**config.mk**
```make
export PLATFORM = sky130hd
export DESIGN_NAME = calendar_date_stepper
export DESIGN_NICKNAME = d
export VERILOG_FILES = /design/src/design/cds_pkg.sv /design/src/design/cds_ctrl.sv /design/src/design/cds_dp.sv /design/src/design/calendar_date_stepper.sv
export SDC_FILE = /design/constraint.sdc
export NUM_CORES = 1
export LEC_CHECK = 0
export BUFFER_PORTS_ARGS = -buffer_cell sky130_fd_sc_hd__buf_2
export CELL_PAD_IN_SITES_DETAIL_PLACEMENT = 1
export CELL_PAD_IN_SITES_GLOBAL_PLACEMENT = 1
export CORE_MARGIN = 5
export CORE_UTILIZATION = 45
export CTS_BUF_LIST = sky130_fd_sc_hd__clkbuf_16
export DETAILED_ROUTE_END_ITERATION = 10
export PLACE_DENSITY_LB_ADDON = 0.1
export SLEW_MARGIN = 20
export SYNTH_ARGS = -nofsm -noshare
export SYNTH_HDL_FRONTEND = slang
export SYNTH_HIERARCHICAL = 1
export SYNTH_SLANG_ARGS = --single-unit
```
**constraint.sdc**
```tcl
create_clock -name clk_i -period 7 [get_ports clk_i]
set_clock_uncertainty 0.2 [all_clocks]
set_input_delay 2.1 -clock clk_i [delete_from_list [all_inputs] [get_ports clk_i]]
set_output_delay 2.1 -clock clk_i [all_outputs]
set_load 0.02 [all_outputs]
```
**src/design/cds_pkg.sv**
```systemverilog
// ----------------------------------------------------------------------------
// cds_pkg
// Shared types, constants and calendar helpers for the date stepper.
// ----------------------------------------------------------------------------
package cds_pkg;

  localparam int unsigned DAY_W   = 5;
  localparam int unsigned MONTH_W = 4;
  localparam int unsigned YEAR_W  = 14;
  localparam int unsigned CNT_W   = 16;
  localparam int unsigned WDAY_W  = 18;
  localparam int unsigned R100_W  = 7;
  localparam int unsigned QUO_W   = 8;

  localparam logic [YEAR_W-1:0]  YEAR_MAX    = 14'd9999;
  localparam logic [YEAR_W-1:0]  RESET_YEAR  = 14'd2000;
  localparam logic [DAY_W-1:0]   RESET_DAY   = 5'd1;
  localparam logic [MONTH_W-1:0] RESET_MONTH = 4'd1;
  localparam logic [R100_W-1:0]  RESET_R100  = 7'd0;
  localparam logic [1:0]         RESET_Q4    = 2'd0;
  localparam logic [R100_W-1:0]  R100_LAST   = 7'd99;
  localparam logic [MONTH_W-1:0] MONTH_FIRST = 4'd1;
  localparam logic [MONTH_W-1:0] MONTH_LAST  = 4'd12;

  // floor(y / 100) == (y * 5243) >> 19 for every 14-bit y
  localparam logic [12:0] RECIP_100 = 13'd5243;
  localparam int unsigned RECIP_SH  = 19;
  localparam int unsigned PROD_W    = YEAR_W + 13;

  typedef enum logic [2:0] {
    MODE_LOAD     = 3'd0,
    MODE_PRE_INC  = 3'd1,
    MODE_POST_INC = 3'd2,
    MODE_PRE_DEC  = 3'd3,
    MODE_POST_DEC = 3'd4,
    MODE_ADD      = 3'd5,
    MODE_SUB      = 3'd6
  } mode_e;

  typedef enum logic [2:0] {
    ST_IDLE,
    ST_CONV_Q,
    ST_CONV_R,
    ST_WALK,
    ST_FINISH
  } state_e;

  typedef struct packed {
    logic capture;
    logic conv_q;
    logic conv_r;
    logic step;
    logic finish;
  } cmd_t;

  typedef struct packed {
    logic walk_more;
  } status_t;

  function automatic logic is_leap(input logic [1:0] y_lo, input logic [R100_W-1:0] r100,
                                   input logic [1:0] q4);
    logic leap;
    if (r100 == '0) begin
      leap = (q4 == 2'd0);
    end else begin
      leap = (y_lo == 2'd0);
    end
    return leap;
  endfunction

  function automatic logic [DAY_W-1:0] month_len(input logic [MONTH_W-1:0] m,
                                                  input logic leap);
    logic [DAY_W-1:0] len;
    case (m)
      4'd1, 4'd3, 4'd5, 4'd7, 4'd8, 4'd10, 4'd12: len = 5'd31;
      4'd4, 4'd6, 4'd9, 4'd11:                    len = 5'd30;
      4'd2:                                       len = leap ? 5'd29 : 5'd28;
      default:                                    len = 5'd0;
    endcase
    return len;
  endfunction

endpackage

```
**src/design/cds_ctrl.sv**
```systemverilog
// ----------------------------------------------------------------------------
// cds_ctrl
// Sequencer: accepts an item, runs load conversion, the month walk or (for an
// unused mode) neither, and hands the result to the output register.
// ----------------------------------------------------------------------------
module cds_ctrl (
  input  logic              clk_i,
  input  logic              rst_ni,
  input  logic              in_valid_i,
  output logic              in_ready_o,
  input  logic [2:0]        mode_i,
  output logic              out_valid_o,
  input  logic              out_ready_i,
  input  cds_pkg::status_t  status_i,
  output cds_pkg::cmd_t     cmd_o
);

  cds_pkg::state_e state_q, state_d;
  logic            out_valid_q, out_valid_d;
  logic            accept;
  logic            out_free;

  assign accept   = in_valid_i && (state_q == cds_pkg::ST_IDLE);
  assign out_free = !out_valid_q || out_ready_i;

  always_comb begin
    state_d = state_q;
    case (state_q)
      cds_pkg::ST_IDLE: begin
        if (in_valid_i) begin
          case (mode_i)
            cds_pkg::MODE_LOAD: state_d = cds_pkg::ST_CONV_Q;
            cds_pkg::MODE_PRE_INC, cds_pkg::MODE_POST_INC, cds_pkg::MODE_PRE_DEC,
            cds_pkg::MODE_POST_DEC, cds_pkg::MODE_ADD,
            cds_pkg::MODE_SUB:  state_d = cds_pkg::ST_WALK;
            default:            state_d = cds_pkg::ST_FINISH;
          endcase
        end
      end
      cds_pkg::ST_CONV_Q: state_d = cds_pkg::ST_CONV_R;
      cds_pkg::ST_CONV_R: state_d = cds_pkg::ST_FINISH;
      cds_pkg::ST_WALK: begin
        if (!status_i.walk_more) begin
          state_d = cds_pkg::ST_FINISH;
        end
      end
      cds_pkg::ST_FINISH: begin
        if (out_free) begin
          state_d = cds_pkg::ST_IDLE;
        end
      end
      default: state_d = cds_pkg::ST_IDLE;
    endcase
  end

  always_comb begin
    cmd_o         = '0;
    cmd_o.capture = accept;
    cmd_o.conv_q  = (state_q == cds_pkg::ST_CONV_Q);
    cmd_o.conv_r  = (state_q == cds_pkg::ST_CONV_R);
    cmd_o.step    = (state_q == cds_pkg::ST_WALK) && status_i.walk_more;
    cmd_o.finish  = (state_q == cds_pkg::ST_FINISH) && out_free;
  end

  always_comb begin
    out_valid_d = out_valid_q;
    if (cmd_o.finish) begin
      out_valid_d = 1'b1;
    end else if (out_ready_i) begin
      out_valid_d = 1'b0;
    end
  end

  always_ff @(posedge clk_i or negedge rst_ni) begin
    if (!rst_ni) begin
      state_q     <= cds_pkg::ST_IDLE;
      out_valid_q <= 1'b0;
    end else begin
      state_q     <= state_d;
      out_valid_q <= out_valid_d;
    end
  end

  assign in_ready_o  = (state_q == cds_pkg::ST_IDLE);
  assign out_valid_o = out_valid_q;

endmodule

```
**src/design/cds_dp.sv**
```systemverilog
// ----------------------------------------------------------------------------
// cds_dp
// Datapath: stored date with year-mod counters, working date, month-walk
// step, load conversion and output register.
// ----------------------------------------------------------------------------
module cds_dp (
  input  logic                          clk_i,
  input  logic                          rst_ni,
  input  cds_pkg::cmd_t                 cmd_i,
  output cds_pkg::status_t              status_o,
  input  logic [2:0]                    mode_i,
  input  logic [cds_pkg::CNT_W-1:0]     day_count_i,
  input  logic [cds_pkg::DAY_W-1:0]     load_day_i,
  input  logic [cds_pkg::MONTH_W-1:0]   load_month_i,
  input  logic [cds_pkg::YEAR_W-1:0]    load_year_i,
  output logic [cds_pkg::DAY_W-1:0]     out_day_o,
  output logic [cds_pkg::MONTH_W-1:0]   out_month_o,
  output logic [cds_pkg::YEAR_W-1:0]    out_year_o,
  output logic                          range_error_o
);

  // stored date
  logic [cds_pkg::DAY_W-1:0]   cur_day_q;
  logic [cds_pkg::MONTH_W-1:0] cur_month_q;
  logic [cds_pkg::YEAR_W-1:0]  cur_year_q;
  logic [cds_pkg::R100_W-1:0]  cur_r100_q;
  logic [1:0]                  cur_q4_q;

  // working date
  logic signed [cds_pkg::WDAY_W-1:0] w_day_q, w_day_d;
  logic [cds_pkg::MONTH_W-1:0]       w_month_q, w_month_d;
  logic [cds_pkg::YEAR_W-1:0]        w_year_q, w_year_d;
  logic [cds_pkg::R100_W-1:0]        w_r100_q, w_r100_d;
  logic [1:0]                        w_q4_q, w_q4_d;
  logic [2:0]                        mode_q;
  logic                              back_q;
  logic                              fail_q, fail_d;
  logic [cds_pkg::QUO_W-1:0]         quo_q;

  logic [cds_pkg::DAY_W-1:0]   out_day_q;
  logic [cds_pkg::MONTH_W-1:0] out_month_q;
  logic [cds_pkg::YEAR_W-1:0]  out_year_q;
  logic                        out_err_q;

  logic [cds_pkg::CNT_W-1:0]         step_n;
  logic                              back_mode;
  logic                              w_leap;
  logic [cds_pkg::DAY_W-1:0]         w_len;
  logic                              walk_more;
  logic [cds_pkg::R100_W-1:0]        inc_r100, dec_r100;
  logic [1:0]                        inc_q4, dec_q4;
  logic [cds_pkg::MONTH_W-1:0]       prev_month;
  logic                              prev_leap;
  logic [cds_pkg::DAY_W-1:0]         prev_len;
  logic [cds_pkg::PROD_W-1:0]        prod;
  logic [cds_pkg::YEAR_W-1:0]        quo_x100;
  logic [cds_pkg::YEAR_W-1:0]        rem100;
  logic                              load_ok;
  logic                              commit;
  logic                              report_new;
  logic                              err;

  always_comb begin
    case (mode_i)
      cds_pkg::MODE_ADD, cds_pkg::MODE_SUB: step_n = day_count_i;
      default:                              step_n = 16'd1;
    endcase
    case (mode_i)
      cds_pkg::MODE_PRE_DEC, cds_pkg::MODE_POST_DEC, cds_pkg::MODE_SUB: back_mode = 1'b1;
      default:                                                           back_mode = 1'b0;
    endcase
  end

  assign w_leap = cds_pkg::is_leap(w_year_q[1:0], w_r100_q, w_q4_q);
  assign w_len  = cds_pkg::month_len(w_month_q, w_leap);

  assign walk_more = !fail_q && (back_q ? (w_day_q <= 0)
                                        : (w_day_q > $signed({13'd0, w_len})));
  assign status_o.walk_more = walk_more;

  assign inc_r100 = (w_r100_q == cds_pkg::R100_LAST) ? '0 : w_r100_q + 7'd1;
  assign inc_q4   = (w_r100_q == cds_pkg::R100_LAST) ? w_q4_q + 2'd1 : w_q4_q;
  assign dec_r100 = (w_r100_q == '0) ? cds_pkg::R100_LAST : w_r100_q - 7'd1;
  assign dec_q4   = (w_r100_q == '0) ? w_q4_q - 2'd1 : w_q4_q;

  // month before the working one; its length uses the year it lies in
  always_comb begin
    if (w_month_q == cds_pkg::MONTH_FIRST) begin
      prev_month = cds_pkg::MONTH_LAST;
      prev_leap  = cds_pkg::is_leap(w_year_q[1:0] - 2'd1, dec_r100, dec_q4);
    end else begin
      prev_month = w_month_q - 4'd1;
      prev_leap  = w_leap;
    end
    prev_len = cds_pkg::month_len(prev_month, prev_leap);
  end

  assign prod     = w_year_q * cds_pkg::RECIP_100;
  assign quo_x100 = {quo_q, 6'd0} + {1'b0, quo_q, 5'd0} + {4'd0, quo_q, 2'd0};
  assign rem100   = w_year_q - quo_x100;

  always_comb begin
    w_day_d   = w_day_q;
    w_month_d = w_month_q;
    w_year_d  = w_year_q;
    w_r100_d  = w_r100_q;
    w_q4_d    = w_q4_q;
    fail_d    = fail_q;
    if (cmd_i.capture) begin
      fail_d = 1'b0;
      if (mode_i == cds_pkg::MODE_LOAD) begin
        w_day_d   = $signed({13'd0, load_day_i});
        w_month_d = load_month_i;
        w_year_d  = load_year_i;
      end else begin
        w_month_d = cur_month_q;
        w_year_d  = cur_year_q;
        w_r100_d  = cur_r100_q;
        w_q4_d    = cur_q4_q;
        if (back_mode) begin
          w_day_d = $signed({13'd0, cur_day_q}) - $signed({2'd0, step_n});
        end else begin
          w_day_d = $signed({13'd0, cur_day_q}) + $signed({2'd0, step_n});
        end
      end
    end else if (cmd_i.conv_r) begin
      w_r100_d = rem100[cds_pkg::R100_W-1:0];
      w_q4_d   = quo_q[1:0];
    end else if (cmd_i.step) begin
      if (back_q) begin
        if (w_month_q == cds_pkg::MONTH_FIRST && w_year_q == '0) begin
          fail_d = 1'b1;
        end else begin
          w_month_d = prev_month;
          w_day_d   = w_day_q + $signed({13'd0, prev_len});
          if (w_month_q == cds_pkg::MONTH_FIRST) begin
            w_year_d = w_year_q - 14'd1;
            w_r100_d = dec_r100;
            w_q4_d   = dec_q4;
          end
        end
      end else begin
        if (w_month_q == cds_pkg::MONTH_LAST && w_year_q >= cds_pkg::YEAR_MAX) begin
          fail_d = 1'b1;
        end else begin
          w_day_d = w_day_q - $signed({13'd0, w_len});
          if (w_month_q == cds_pkg::MONTH_LAST) begin
            w_month_d = cds_pkg::MONTH_FIRST;
            w_year_d  = w_year_q + 14'd1;
            w_r100_d  = inc_r100;
            w_q4_d    = inc_q4;
          end else begin
            w_month_d = w_month_q + 4'd1;
          end
        end
      end
    end
  end

  assign load_ok = (w_month_q >= cds_pkg::MONTH_FIRST) && (w_month_q <= cds_pkg::MONTH_LAST)
                && (w_year_q <= cds_pkg::YEAR_MAX) && (w_day_q >= 1)
                && (w_day_q <= $signed({13'd0, w_len}));

  always_comb begin
    commit     = 1'b0;
    report_new = 1'b0;
    err        = 1'b0;
    case (mode_q)
      cds_pkg::MODE_LOAD: begin
        commit     = load_ok;
        report_new = load_ok;
        err        = !load_ok;
      end
      cds_pkg::MODE_PRE_INC, cds_pkg::MODE_PRE_DEC: begin
        commit     = !fail_q;
        report_new = !fail_q;
        err        = fail_q;
      end
      cds_pkg::MODE_POST_INC, cds_pkg::MODE_POST_DEC: begin
        commit = !fail_q;
        err    = fail_q;
      end
      cds_pkg::MODE_ADD, cds_pkg::MODE_SUB: begin
        report_new = !fail_q;
        err        = fail_q;
      end
      default: begin
        commit = 1'b0;
      end
    endcase
  end

  always_ff @(posedge clk_i or negedge rst_ni) begin
    if (!rst_ni) begin
      cur_day_q   <= cds_pkg::RESET_DAY;
      cur_month_q <= cds_pkg::RESET_MONTH;
      cur_year_q  <= cds_pkg::RESET_YEAR;
      cur_r100_q  <= cds_pkg::RESET_R100;
      cur_q4_q    <= cds_pkg::RESET_Q4;
      fail_q      <= 1'b0;
      back_q      <= 1'b0;
      mode_q      <= '0;
    end else begin
      fail_q <= fail_d;
      if (cmd_i.capture) begin
        back_q <= back_mode;
        mode_q <= mode_i;
      end
      if (cmd_i.finish && commit) begin
        cur_day_q   <= w_day_q[cds_pkg::DAY_W-1:0];
        cur_month_q <= w_month_q;
        cur_year_q  <= w_year_q;
        cur_r100_q  <= w_r100_q;
        cur_q4_q    <= w_q4_q;
      end
    end
  end

  always_ff @(posedge clk_i) begin
    w_day_q   <= w_day_d;
    w_month_q <= w_month_d;
    w_year_q  <= w_year_d;
    w_r100_q  <= w_r100_d;
    w_q4_q    <= w_q4_d;
    if (cmd_i.conv_q) begin
      quo_q <= prod[cds_pkg::RECIP_SH +: cds_pkg::QUO_W];
    end
    if (cmd_i.finish) begin
      out_err_q <= err;
      if (report_new) begin
        out_day_q   <= w_day_q[cds_pkg::DAY_W-1:0];
        out_month_q <= w_month_q;
        out_year_q  <= w_year_q;
      end else begin
        out_day_q   <= cur_day_q;
        out_month_q <= cur_month_q;
        out_year_q  <= cur_year_q;
      end
    end
  end

  assign out_day_o     = out_day_q;
  assign out_month_o   = out_month_q;
  assign out_year_o    = out_year_q;
  assign range_error_o = out_err_q;

endmodule

```
**src/design/calendar_date_stepper.sv**
```systemverilog
// ----------------------------------------------------------------------------
// calendar_date_stepper
// Gregorian date register with load, one-day steps and add/subtract of a
// day count, walked one month per cycle.
// ----------------------------------------------------------------------------
//  channel   dir  tdata (low bit up)                          tuser
//  s_axis    in   day_count, load_day, load_month, load_year   mode
//  m_axis    out  out_day, out_month, out_year                 range_error
//
//  Mode 7 goes from IDLE straight to FINISH; a one-day step with no month
//  change runs IDLE, WALK, FINISH. Load runs IDLE, CONV_Q, CONV_R, FINISH
//  (CONV_Q and CONV_R turn the year into century and remainder). Add/subtract
//  stays in WALK, one month per step, until the datapath's walk_more drops.
//  Reset sets the date to 1/1/2000 at once. A stalled result holds in the
//  output register; a new item waits until the walk unit is free.
// ----------------------------------------------------------------------------
module calendar_date_stepper (
  input  logic        clk_i,
  input  logic        rst_ni,
  input  logic        s_axis_tvalid,
  output logic        s_axis_tready,
  input  logic [39:0] s_axis_tdata,  // day_count[15:0], load_day[20:16],
                                     // load_month[24:21], load_year[38:25]
  input  logic [2:0]  s_axis_tuser,  // mode[2:0]
  output logic        m_axis_tvalid,
  input  logic        m_axis_tready,
  output logic [23:0] m_axis_tdata,  // out_day[4:0], out_month[8:5], out_year[22:9]
  output logic        m_axis_tuser   // range_error
);

  cds_pkg::cmd_t    cmd;
  cds_pkg::status_t status;
  logic [cds_pkg::DAY_W-1:0]   out_day;
  logic [cds_pkg::MONTH_W-1:0] out_month;
  logic [cds_pkg::YEAR_W-1:0]  out_year;

  cds_ctrl u_ctrl (
    .clk_i       (clk_i),
    .rst_ni      (rst_ni),
    .in_valid_i  (s_axis_tvalid),
    .in_ready_o  (s_axis_tready),
    .mode_i      (s_axis_tuser),
    .out_valid_o (m_axis_tvalid),
    .out_ready_i (m_axis_tready),
    .status_i    (status),
    .cmd_o       (cmd)
  );

  cds_dp u_dp (
    .clk_i         (clk_i),
    .rst_ni        (rst_ni),
    .cmd_i         (cmd),
    .status_o      (status),
    .mode_i        (s_axis_tuser),
    .day_count_i   (s_axis_tdata[15:0]),
    .load_day_i    (s_axis_tdata[20:16]),
    .load_month_i  (s_axis_tdata[24:21]),
    .load_year_i   (s_axis_tdata[38:25]),
    .out_day_o     (out_day),
    .out_month_o   (out_month),
    .out_year_o    (out_year),
    .range_error_o (m_axis_tuser)
  );

  assign m_axis_tdata = {1'b0, out_year, out_month, out_day};

endmodule

```
Yosys cells after proc, flatten, opt, wreduce, memory -nomap -nowiden --
Cells that the tools add are included.
Operators by class: add/subtract/negate cells 16, multiply operators 1, divide/modulo/power cells 0, magnitude comparators 8, eq/ne operators 53, shift-type cells 0, mux-type cells 77, bitwise gates (word level) 0, reductions and logical operators 48
Operator list (number):
- two-way mux 18 bit | 8
- two-way mux 14 bit | 10
- two-way mux 7 bit | 11
- == test 4 bit (second input constant) | 10
- two-way mux 4 bit | 10
- == test 4 x 3 -> 1 bit (second input constant) | 8
- one-hot mux 5 bit (3 select lines) | 2
- multiplier 14 x 13 -> 24 bit (second input constant) | 1
- two-way mux 2 bit | 11
- == test 3 bit (second input constant) | 7
- adder 18 x 6 -> 18 bit | 1
- == test 3 x 2 -> 1 bit (second input constant) | 6
- greater-or-equal comparator 18 x 2 -> 1 bit (second input constant) | 1
- > comparator 18 x 6 -> 1 bit | 1
- <= comparator 18 x 1 -> 1 bit (second input constant) | 1
- <= comparator 18 x 6 -> 1 bit | 1
- subtractor 18 x 6 -> 18 bit | 1
- adder 5 x 16 -> 17 bit | 1
- subtractor 5 x 16 -> 17 bit | 1
- == test 4 x 2 -> 1 bit (second input constant) | 4
- two-way mux 16 bit | 1
- OR reduction 4 bit | 4
- two-way mux 1 bit | 15
- one-hot mux 3 bit (5 select lines) | 1
- other kinds (45) | 86
Word-level totals: register bits 115, bits in latches 0, RAM bits 0, memory bits (read-only) 0, input bits 47, output and inout port bits 27, word-level logic and storage cells 223, memories 0

Logic depth before layout (Yosys ltp) --
Gate-level depths: netlist of the first run.
depth in word-level cells 13, gate-level depth with buffers 21, mapped depth without buffers 20

Hierarchy --
Netlist of the first run, hierarchy kept.
By module, submodules not included:
- cds_dp | times used 1, cells each 1263, area an instance 11980.2 um^2, sequential area each 3158.0 um^2
- cds_ctrl | times used 1, cells each 30, area an instance 250.2 um^2, sequential area each 100.1 um^2
- calendar_date_stepper | times used 1, cells each 2, area an instance 11.3 um^2, sequential area each 0.0 um^2

Least setup slack after synthesis of the first run --
Ideal clock, no wire load.
kind input to register, start point input s_axis_tuser[1], end point register u_dp/w_day_q[10] in the netlist's numbering (data pin), library setup time 149 ps, arrival time 5443 ps, required time 6651 ps, slack 1208 ps, stages 15, path buffers 3, path through clkbuf_1 xor2_1 and2_0 clkbuf_1 buf_1 nand2b_1 ha_1 fa_1 nor2b_1 o21ai_0 a21boi_0 nor2_1 or3_1 o311ai_0 a2bb2oi_1
Between the ends: longest elaborated chain between the ends 7, elaborated cells between the ends (all ways) 14, those cells by class add/sub (2); eq/ne (4); mux (5); reduce/logical (3)
Ends and longest elaborated chain:
- from (decl) | RTL line calendar_date_stepper.sv:24 | input logic [2:0] s_axis_tuser,
- == test 3 bit, on equally long branches | RTL line cds_dp.sv:64, cds_dp.sv:68
- OR reduction 2 bit | RTL line cds_dp.sv:64 | case (mode_i)
- two-way mux 16 bit | RTL line cds_dp.sv:64
- adder 5 x 16 -> 17 bit or subtractor 5 x 16 -> 17 bit (tied branches) | RTL line cds_dp.sv:123, cds_dp.sv:121
- two-way mux 18 bit | RTL line cds_dp.sv:120 | if (back_mode) begin
- two-way mux 18 bit * | RTL line cds_dp.sv:111 | if (mode_i == cds_pkg::MODE_LOAD) begin
- two-way mux 18 bit * | RTL line cds_dp.sv:109 | if (cmd_i.capture) begin
- named net u_dp.w_day_d (one bit) | RTL line cds_dp.sv:30 | logic signed [cds_pkg::WDAY_W-1:0] w_day_q, w_day_d;
- to (signal assigned) | RTL line cds_dp.sv:220 | w_day_q <= w_day_d;
- to (decl) | RTL line cds_dp.sv:30
Mark *: on every way through the listed nets, which the timed path passes. The rest lies on a longest branch. A chain may end at the register's enable or synchronous reset.

==> results of run 1 <==
flip-flops by register name (all words and copies together), names as in the netlist:
name and cells:
u_dp/w_month_q 4, u_dp/back_q 1, u_dp/cur_year_q 14, u_dp/out_month_o 4, u_dp/out_day_o 5, u_dp/w_day_q 18
u_dp/mode_q 3, u_dp/cur_day_q 5, u_dp/w_q4_q 2, u_dp/quo_q 5, u_dp/w_year_q 14, u_dp/cur_month_q 4
u_dp/cur_r100_q 7, u_dp/w_r100_q 7, u_dp/range_error_o 1, u_ctrl/state_q 3, u_dp/fail_q 1, u_dp/out_year_o 14
u_dp/cur_q4_q 2, u_ctrl/out_valid_o 1
worst register-to-register path, delay by kind of cell, from the launching register on:
| kind | cells | cell delay (ns) |
|---|---|---|
| AOI/OAI and AO/OA | 7 | 2.06 |
| and+or+nand+nor | 6 | 1.43 |
| DFF | 1 | 0.56 |
| adders and majority gates | 2 | 0.45 |
| muxes | 1 | 0.39 |
| buffers and inverters | 2 | 0.27 |
final cells by class:
| type | instances | area, um2 |
|---|---|---|
| clock buffers | 17 | 425 |
| multi-input cells | 954 | 8110 |
| flip-flops and latches | 115 | 3260 |
| inverters | 181 | 679 |
| fillers | 3087 | 13300 |
| clock inverters | 15 | 200 |
| well taps | 341 | 427 |
| repair buffers | 83 | 445 |
cells by family (layout without fill, tap and decap cells):
family	count (synthesis)	in the layout
AO/OA/AOI/OAI	267	267
XOR/XNOR	56	56
adder cells (fa/ha/maj)	221	221
buffers and inverters	226	296
flip-flops	115	115
multiplexers	73	73
other	1	1
AND/OR/NAND/NOR	336	336
path summary, 6_finish.rpt:
path                                                       end  depth (start not counted)  slack [ns]
max in group asynchronous        u_ctrl/state_q[1]$_DFFE_PN0P_                          2        4.62
worst max register to register      u_dp/w_r100_q[5]$_DFFE_PP_                         18        1.27
worst max-delay path                u_dp/w_r100_q[5]$_DFFE_PP_                         18        1.27
worst min-delay path              u_dp/cur_q4_q[0]$_DFFE_PN0P_                          1        0.31
min in group asynchronous       u_dp/cur_year_q[3]$_DFFE_PN0P_                          2        1.55
worst min register to register    u_dp/cur_q4_q[0]$_DFFE_PN0P_                          1        0.31
synth_stat cells, drive strengths merged (21+ instances only):
| cell | number |
|---|---|
| o21ai | 64 |
| clkbuf | 35 |
| edfxtp | 74 |
| fa | 67 |
| nand2b | 21 |
| nor2 | 66 |
| nand2 | 115 |
| inv | 179 |
| ha | 154 |
| xor2 | 22 |
| mux2 | 56 |
| nand3 | 27 |
| xnor2 | 34 |
| a21oi | 60 |
| dfrtp | 33 |
| nor3 | 23 |
cell usage in the layout (no fill, tap or decap), types with 20 or more instances in the layout:
master	netlist	layout
mux2_4	27	27
edfxtp_1	74	74
nor3_1	21	20
nor2_1	66	64
fa_1	67	67
a21oi_1	60	60
dfrtp_1	33	33
nand2_1	114	114
mux2_2	29	29
xnor2_1	34	34
nand2b_1	21	21
nand3_1	26	26
inv_1	179	182
buf_2	1	71
o21ai_0	62	61
xor2_1	22	22
ha_1	154	154
metrics by stage:
step / cells / instance area, um2 / worst slack [ns] / utilization [%] / hold slack [ns]
6_report: 1706 / 13500 / 1.27 / 50.4 / 0.312
4_1_cts: 1706 / 13500 / 1.23 / 50.4 / 0.309
3_5_place_dp: 1674 / 12900 / 1.09 / 48.1 / 0.293
3_3_place_gp: 1674 / 12900 / 1.12 / 48.1 / 0.286
5_1_grt: 1706 / 13500 / 0.930 / 50.4 / 0.319
2_1_floorplan: 1295 / 12200 / 1.21 / - / 0.277
per-layer routing:
metal	wire length (um)	track usage [%]
met2	15100	35.4
met3	1120	3.14
met5	0	0
met1	18000	35.2
met4	254	3.70
==> results.cfg, run 1 <==
[status]
status = complete, no violations

[cts]
clock_sinks = 115
clockBufferDepth = 2
cts_made_buffers = 17
clk_latency_ns = 0.43
postCtsHoldBufs = 0
tritoncts = yes
cts_resized = 0
cts_max_level = 4
clkTransAtPathRegs_ns = 0.06
cts-root-buf = clkbuf_16
cts_setup_buffers = 0

[route]
drtAntennaViolNets = 0
first_pass_iters = 5
wirelength_um = 34500
drt_iter0_drc = 508
viasPerCell = 5.63
drc = 0
vias = 9601
routedWlPerCell_um = 20.2

[placed_design]
dpl.hpwl_um = 26500
io_buffers = 71
gp_congestion = 0.850

[synthesis]
ys_types = 80
async_flop_share_pct = 35.7
synth_flop_cell = edfxtp_1
synth_top_area_cell = edfxtp_1
synth-simple-area-share_pct = 13.7
syn_area_per_cell_um2 = 9.45
synthCells = 1295
synth_warnings = 6
synth.top_cell.area_share_pct = 18.2
synth_edf_count = 74
synth_top_family_by_area = adder cells
syn_nets = 1563
yosysSeqAreaShare_pct = 26.6
synth-xor-area-share_pct = 4.01
synth_fa_ha_area_share_pct = 26.7
synth_area_leaders = edfxtp_1 18%, ha_1 16%, fa_1 11%, dfrtp_1 6.7%, inv_1 5.5%
synth-seq-cells = 115
muxShareOfSynthArea_pct = 7.37
syn_area_mm2 = 0.0122
synth_compound_area_share_pct = 14.3

[worst_setup_path]
worstPathArrival_ns = 5.58
cp_num_buf_inv = 2
required_ns = 6.85
path_delay_family = compound AO/OA/AOI/OAI gates
critPathLaunch = u_dp/w_r100_q[2]$_DFFE_PP_
end_kind = register
crit_path_top_delay_cell = a22oi_1
r2r_start = u_dp/w_r100_q[2]$_DFFE_PP_
crit_type = register to register
path_cells = nor4_1 -> nand3b_1 -> mux2i_1 -> o21ai_0 -> a2bb2oi_1 -> ha_1 -> inv_1 -> fa_1 -> nand3b_1 -> a21boi_0 -> nor3_1 -> o21ai_2 -> nand2_1 -> a21oi_1 -> nand3_1 -> inv_1 -> o211ai_1 -> a22oi_1
cpPeakStageDelay_ns = 0.72
critPathMaxFanout = 13
cp-start-kind = register

[timing]
hold_violations = 0
rsz0062_at_grt = no
setup_tns_ns = 0
maxSlewViolCount = 0
slew_headroom_pct = 33.1
finalSetupViolCount = 0
fmax_ghz = 0.175
fin_crit_sh_pct = 81.8
tightest_slew_ns = 1.00
final.min_clock_period_ns = 5.73

[floorplanning]
die_area_mm2 = 0.0306
initial_core_util_pct = 45.5
core_mm2 = 0.0269
fp.dieH_um = 175
rows = 60
die_x_um = 175
io_pins = 74

[global_routing]
grt_antenna_before_repair = 0
overflow = 0
grt_pass1_vias = 10100
grt_max_degree = 46
track_usage_pct = 23.0
grt_pass1_wl_um = 55900

[flow_run]
max_cap_viol_count = 0

[layout]
synthToLayoutAreaGrowth_pct = 10.6
drive_above_1_share_pct = 14.0
num_antenna_cells = 0
nets = 1620

[worst_hold_path]
min_from = u_dp/cur_q4_q[0]$_DFFE_PN0P_
hold_path_class = register to register
Power of run 1 is left out: the tool's default activity adds up to more than one toggle a clock period on the data nets, which glitch-free logic cannot reach.
==> inputs of run 2 (changes only) <==
- ABC_AREA: not set -> 1
- CORE_UTILIZATION: 45 -> 42
- clock period: 7 -> 4.7 ns (I/O delays scaled with it)
==> run 2 against run 1 <==
Fmax rose by 22%. Register-to-register slack lost 1.3 ns. Cell count up 31%. Synthesized cell count up 29%. Flip-flop and latch count stayed put. Global-route usage is 2.1 points higher. First-iteration DRC count grew 35%.
==> results.cfg, run 2 <==
[route]
drt_iter0_drc = 686
first_pass_iters = 5
drc = 0
wirelength_um = 43100
vias = 12000
top_layer_used = met4
routedWlPerCell_um = 19.4
drtAntennaViolNets = 0
met3_length_um = 1610
viasPerCell = 5.37
wl_met1_um = 19200
route.met2.wl_um = 21200

[layout]
largest_reg_flops = 18
layout_commonest_cell = nand2_1
num_antenna_cells = 0
final_cell_mix = 434 x nand2_1, 254 x inv_1, 165 x nand3_1, 136 x ha_1, 98 x nor2_1
nets = 2094
synthToLayoutAreaGrowth_pct = 19.0
largest-register = u_dp/w_day_q
drive_above_1_share_pct = 15.7
final_util_pct = 50.7

[timing]
timing.hold.ws_ns = 0.277
slew_headroom_pct = 41.3
maxSlewViolCount = 0
fmax_ghz = 0.213
tightest_slew_ns = 0.881
fin_crit_sh_pct = 99.7
final.min_clock_period_ns = 4.69
finalSetupViolCount = 0
hold_violations = 0
setup_tns_ns = 0
setup_ws_ns = 0.0135

[floorplanning]
io_pins = 74
fp.dieH_um = 183
core_mm2 = 0.0296
die_x_um = 183
die_area_mm2 = 0.0336
initial_core_util_pct = 42.6
rows = 63

[worst_setup_path]
critPathMaxFanout = 5
cp_num_cells = 13
r2r_start = u_dp/w_year_q[10]$_DFFE_PP_
worstPathArrival_ns = 4.66
end_kind = register
cp_num_buf_inv = 2
crit_path_frequent_cell = fa_1
cpPeakStageDelay_ns = 0.58
worst-r2r-setup-slack_ns = 0.01
ff2ff_path_depth = 13
critPathLaunch = u_dp/w_year_q[10]$_DFFE_PP_
crit_path_top_delay_cell = fa_1
cp-start-kind = register
path_delay_family = adder cells
crit_type = register to register
r2r-end = u_dp/quo_q[2]$_DFFE_PP_
required_ns = 4.67
path_cells = buf_4 -> buf_4 -> fa_1 -> ha_1 -> fa_1 -> fa_1 -> fa_1 -> ha_2 -> a21oi_2 -> o21ai_0 -> a21oi_1 -> nand3_1 -> xor2_1

[worst_hold_path]
hold_path_end = u_dp/cur_r100_q[6]$_DFFE_PN0P_
hold_path_class = register to register
min_from = u_dp/cur_r100_q[6]$_DFFE_PN0P_
whs_path_depth = 2

[synthesis]
synth-seq-cells = 115
synth_warnings = 6
async_flop_share_pct = 35.7
ys_types = 48
yosysSeqAreaShare_pct = 25.8
syn_area_mm2 = 0.0126
synth_top_area_cell = edfxtp_1
synth.top_cell.area_share_pct = 17.6
synth_most_common_cell = nand2_1
synthCells = 1676
synth_area_leaders = edfxtp_1 18%, ha_1 15%, nand2_1 13%, fa_1 11%, inv_1 7.7%
synth_common_cells = 442 x nand2_1, 259 x inv_1, 165 x nand3_1, 154 x ha_1, 106 x nor2_1
synth_flop_cell = edfxtp_1
synth_edf_count = 74
syn_area_per_cell_um2 = 7.53
syn_nets = 1944

[placed_design]
io_buffers = 71
preCtsSetupSlack_ns = -0.0555
gp_congestion = 0.885
dpl.hpwl_um = 33300

[cts]
tritoncts = yes
cts_max_level = 4
clkTransAtPathRegs_ns = 0.07
clockBufferDepth = 2
clock_sinks = 115
clk_latency_ns = 0.43
cts-root-buf = clkbuf_16
cts_made_buffers = 17
postCtsHoldBufs = 0

[global_routing]
grt_antenna_before_repair = 0
grt_pass1_wl_um = 67300
overflow = 0
grt_pass1_vias = 12600
grt_max_degree = 41
track_usage_pct = 25.1

[flow_run]
max_cap_viol_count = 0

[status]
status = complete, no violations
## run 2: changes by cell type after synthesis, moves of 20 or more
cell and change:
nand2b_1 -21, xnor2_1 -20, mux2_4 -27, nor2_1 +40, nand3_1 +139, mux2_2 -29
inv_1 +80, nand2_1 +328
## run 2: cells by family after synthesis
group                      Yosys count  share of synthesized area [%]
DFF                                115                           25.8
other                                1                         0.0297
buffers and inverters              313                           9.94
xor gates and xnor gates            38                           2.64
adders and majority gates          221                           25.9
AOI/OAI and AO/OA                  207                           9.44
and+or+nand+nor                    781                           26.2
## run 2: area by class of cell
cell class                      instances  area, um2
Clock buffer                           17        425
Inverter                              264        995
Tap cell                              390        488
Fill cell                            3747      14600
Clock inverter                         15        159
Multi-Input combinational cell       1248       8410
Sequential cell                       115       3260
Timing Repair Buffer                  180       1280
## run 2: layer usage
| metal | vias up | global-route usage (%) |
|---|---|---|
| li1 | 5776 | - |
| met4 | 0 | 7.48 |
| met2 | 241 | 42.7 |
| met5 | - | 0 |
| met3 | 59 | 3.29 |
| met1 | 5903 | 33.6 |
## run 2: how the worst max path moves through the flow
stage                                 end  slack [ns]
3_5_place_dp      u_dp/quo_q[1]$_DFFE_PP_       -0.06
4_1_cts           u_dp/quo_q[3]$_DFFE_PP_       0.002
6_report          u_dp/quo_q[2]$_DFFE_PP_        0.01
3_3_place_gp      u_dp/quo_q[2]$_DFFE_PP_       0.006
5_1_grt           u_dp/quo_q[2]$_DFFE_PP_       -0.10
2_1_floorplan  u_dp/w_year_q[0]$_DFFE_PP_        0.16
## run 2: worst register-to-register path, cell delays in order (launching register included)
cell and delay, ns:
edfxtp_1 0.36, buf_4 0.19, buf_4 0.16, fa_1 0.47
ha_1 0.34, fa_1 0.52, fa_1 0.45, fa_1 0.58
ha_2 0.32, a21oi_2 0.19, o21ai_0 0.14, a21oi_1 0.22
nand3_1 0.14, xor2_1 0.16
## run 2: through the flow
stage	std cells	area [um2]
floorplan	1676	12600
global placement	2162	13800
detailed placement	2162	13800
CTS	2200	14500
global route	2229	15000
finish	2229	15000
## run 2: timing repair
action	in CTS	in global routing
resized for setup	3	55
pin swaps	0	24
endpoints found under the setup margin	16	50
buffers inserted	6	29
gates cloned	0	0
Power of run 2 is left out for the same reason.
==> inputs of run 3 (changes only) <==
- BUFFER_PORTS_ARGS: -buffer_cell sky130_fd_sc_hd__buf_2 -> -buffer_cell sky130_fd_sc_hd__clkbuf_2
==> run 3 against run 2 <==
Non-clock buffer count is 4 lower. Largest cell class unchanged. Utilization about the same. Worst hold slack lost 0.0012 ns. Via count rose by 1.1%. Routed wire length rose by 0.28%. Final area hardly changed. Sequential share of layout area is essentially flat. Critical path depth increased by 1. Cell count decreased by 0.18%. Register-to-register slack better by 0.12 ns. First-iteration DRC count decreased by 8.2%. Count of clock-buffer cells in the layout increased by 1.
==> results.cfg, run 3 (same netlist as run 2, synthesis figures left out) <==
[status]
status = complete, no violations

[placed_design]
dpl_cell_area_mm2 = 0.0139
dpl.hpwl_um = 32700
io_buffers = 71
gp_congestion = 0.846

[worst_setup_path]
worstPathArrival_ns = 4.54
critPathMaxFanout = 6
cp-start-kind = register
crit_type = register to register
path_cells = buf_4 -> fa_2 -> ha_4 -> fa_1 -> inv_1 -> fa_1 -> inv_1 -> fa_1 -> ha_4 -> nand4_1 -> nor2_2 -> nand4_1 -> nand3_1 -> xor2_1
end_kind = register
r2r-end = u_dp/quo_q[3]$_DFFE_PP_
required_ns = 4.67
r2r_start = u_dp/w_year_q[9]$_DFFE_PP_
cpPeakStageDelay_ns = 0.57
ff2ff_path_depth = 14
crit_path_top_delay_cell = edfxtp_1
worst-r2r-setup-slack_ns = 0.13
crit_path_frequent_cell = fa_1

[cts]
clock_sinks = 115
tritoncts = yes
clkTransAtPathRegs_ns = 0.06
clockBufferDepth = 2
cts_made_buffers = 17
cts-root-buf = clkbuf_16
cts_max_level = 4
clk_latency_ns = 0.43

[layout]
synthToLayoutAreaGrowth_pct = 19.0
fill_cells = 3762
num_antenna_cells = 0
layout_commonest_cell = nand2_1
final_cell_mix = 434 x nand2_1, 256 x inv_1, 164 x nand3_1, 138 x ha_1, 98 x nor2_1
nets = 2090
largest_reg_flops = 18
drive_above_1_share_pct = 15.6
final_area_mm2 = 0.0150
largest-register = u_dp/w_day_q

[worst_hold_path]
whs_path_depth = 2
hold_path_class = register to register
hold_path_end = u_dp/cur_r100_q[6]$_DFFE_PN0P_
min_from = u_dp/cur_r100_q[6]$_DFFE_PN0P_

[timing]
maxSlewViolCount = 0
fin_crit_sh_pct = 97.2
hold_violations = 0
tightest_slew_ns = 0.940
fmax_ghz = 0.219
finalSetupViolCount = 0
slew_headroom_pct = 37.3
final.min_clock_period_ns = 4.57

[route]
first_pass_iters = 5
route.met2.wl_um = 21000
drt_iter0_drc = 630
drtAntennaViolNets = 0
met3_length_um = 1700
wl_met1_um = 19300
vias = 12100
routedWlPerCell_um = 19.4
viasPerCell = 5.44
wirelength_um = 43300
top_layer_used = met4
drc = 0

[flow_run]
max_cap_viol_count = 0

[floorplanning]
core_mm2 = 0.0296
fp.dieH_um = 183
initial_core_util_pct = 42.6
die_x_um = 183
rows = 63
die_area_mm2 = 0.0336
io_pins = 74

[global_routing]
track_usage_pct = 25.3
grt_antenna_before_repair = 0
grt_max_degree = 41
grt_pass1_wl_um = 67300
grt_pass1_vias = 12700
overflow = 0
-- run 3: cell count changes in the layout (fill, tap and decap cells not counted), sizes merged --
cell / delta
clkinv: -1
clkinvlp: +2
bufinv: +2
inv: -4
clkbuf: +72
buf: -75
-- run 3: area by class of cell --
cell class	count	area (um2)	area share, %
multi-input cells	1248	8430	56.2
flip-flops and latches	115	3260	21.7
repair buffers	176	1240	8.24
clock inverters	14	149	0.992
inverters	264	995	6.63
well taps	390	488	3.25
clock buffers	18	450	3.00
-- run 3: timing repair --
| action | CTS | global route |
|---|---|---|
| gates resized for setup | 4 | 59 |
| buffers inserted | 8 | 19 |
| endpoints found under the setup margin | 4 | 51 |
| pin swaps | 3 | 41 |
| hold buffers | 0 | 0 |
| endpoints found under the hold margin | 0 | 0 |
-- run 3: worst max-delay path: cells and delay by family (launching register included) --
family	cells	cell delay, ns
simple gates	4	0.62
flops	1	0.57
fa+ha+maj	6	2.52
buf+inv	3	0.33
xor+xnor	1	0.07
-- run 3: per-layer routing --
layer	GRT usage [%]	vias up
li1	-	5766
met1	33.8	6002
met2	42.6	283
met3	3.39	64
met4	8.10	0
met5	0	-
-- run 3: metrics by stage --
stage          instances  util [%]  hold WS (ns)  setup TNS (ns)  setup WS (ns)
2_1_floorplan       1676         -         0.237               0          0.160
4_1_cts             2206      49.2         0.275        -0.00912       -0.00912
5_1_grt             2225      50.7         0.288         -0.0604        -0.0410
3_3_place_gp        2166      46.8         0.254        -0.00362       -0.00290
3_5_place_dp        2166      46.8         0.261         -0.0992        -0.0480
6_report            2225      50.7         0.276               0          0.131
-- run 3: worst max path at each step --
| stage | from | endpoint | slack [ns] | cells past startpoint |
|---|---|---|---|---|
| 2_1_floorplan | u_dp/w_month_q[0]$_DFFE_PP_ | u_dp/w_year_q[0]$_DFFE_PP_ | 0.16 | 19 |
| 3_3_place_gp | u_dp/w_year_q[11]$_DFFE_PP_ | u_dp/quo_q[4]$_DFFE_PP_ | -0.003 | 18 |
| 3_5_place_dp | u_dp/w_year_q[11]$_DFFE_PP_ | u_dp/quo_q[4]$_DFFE_PP_ | -0.05 | 18 |
| 4_1_cts | u_dp/w_year_q[10]$_DFFE_PP_ | u_dp/quo_q[4]$_DFFE_PP_ | -0.009 | 18 |
| 5_1_grt | u_dp/w_year_q[8]$_DFFE_PP_ | u_dp/quo_q[4]$_DFFE_PP_ | -0.04 | 18 |
| 6_report | u_dp/w_year_q[9]$_DFFE_PP_ | u_dp/quo_q[3]$_DFFE_PP_ | 0.13 | 14 |
Power of run 3 is left out for the same reason.
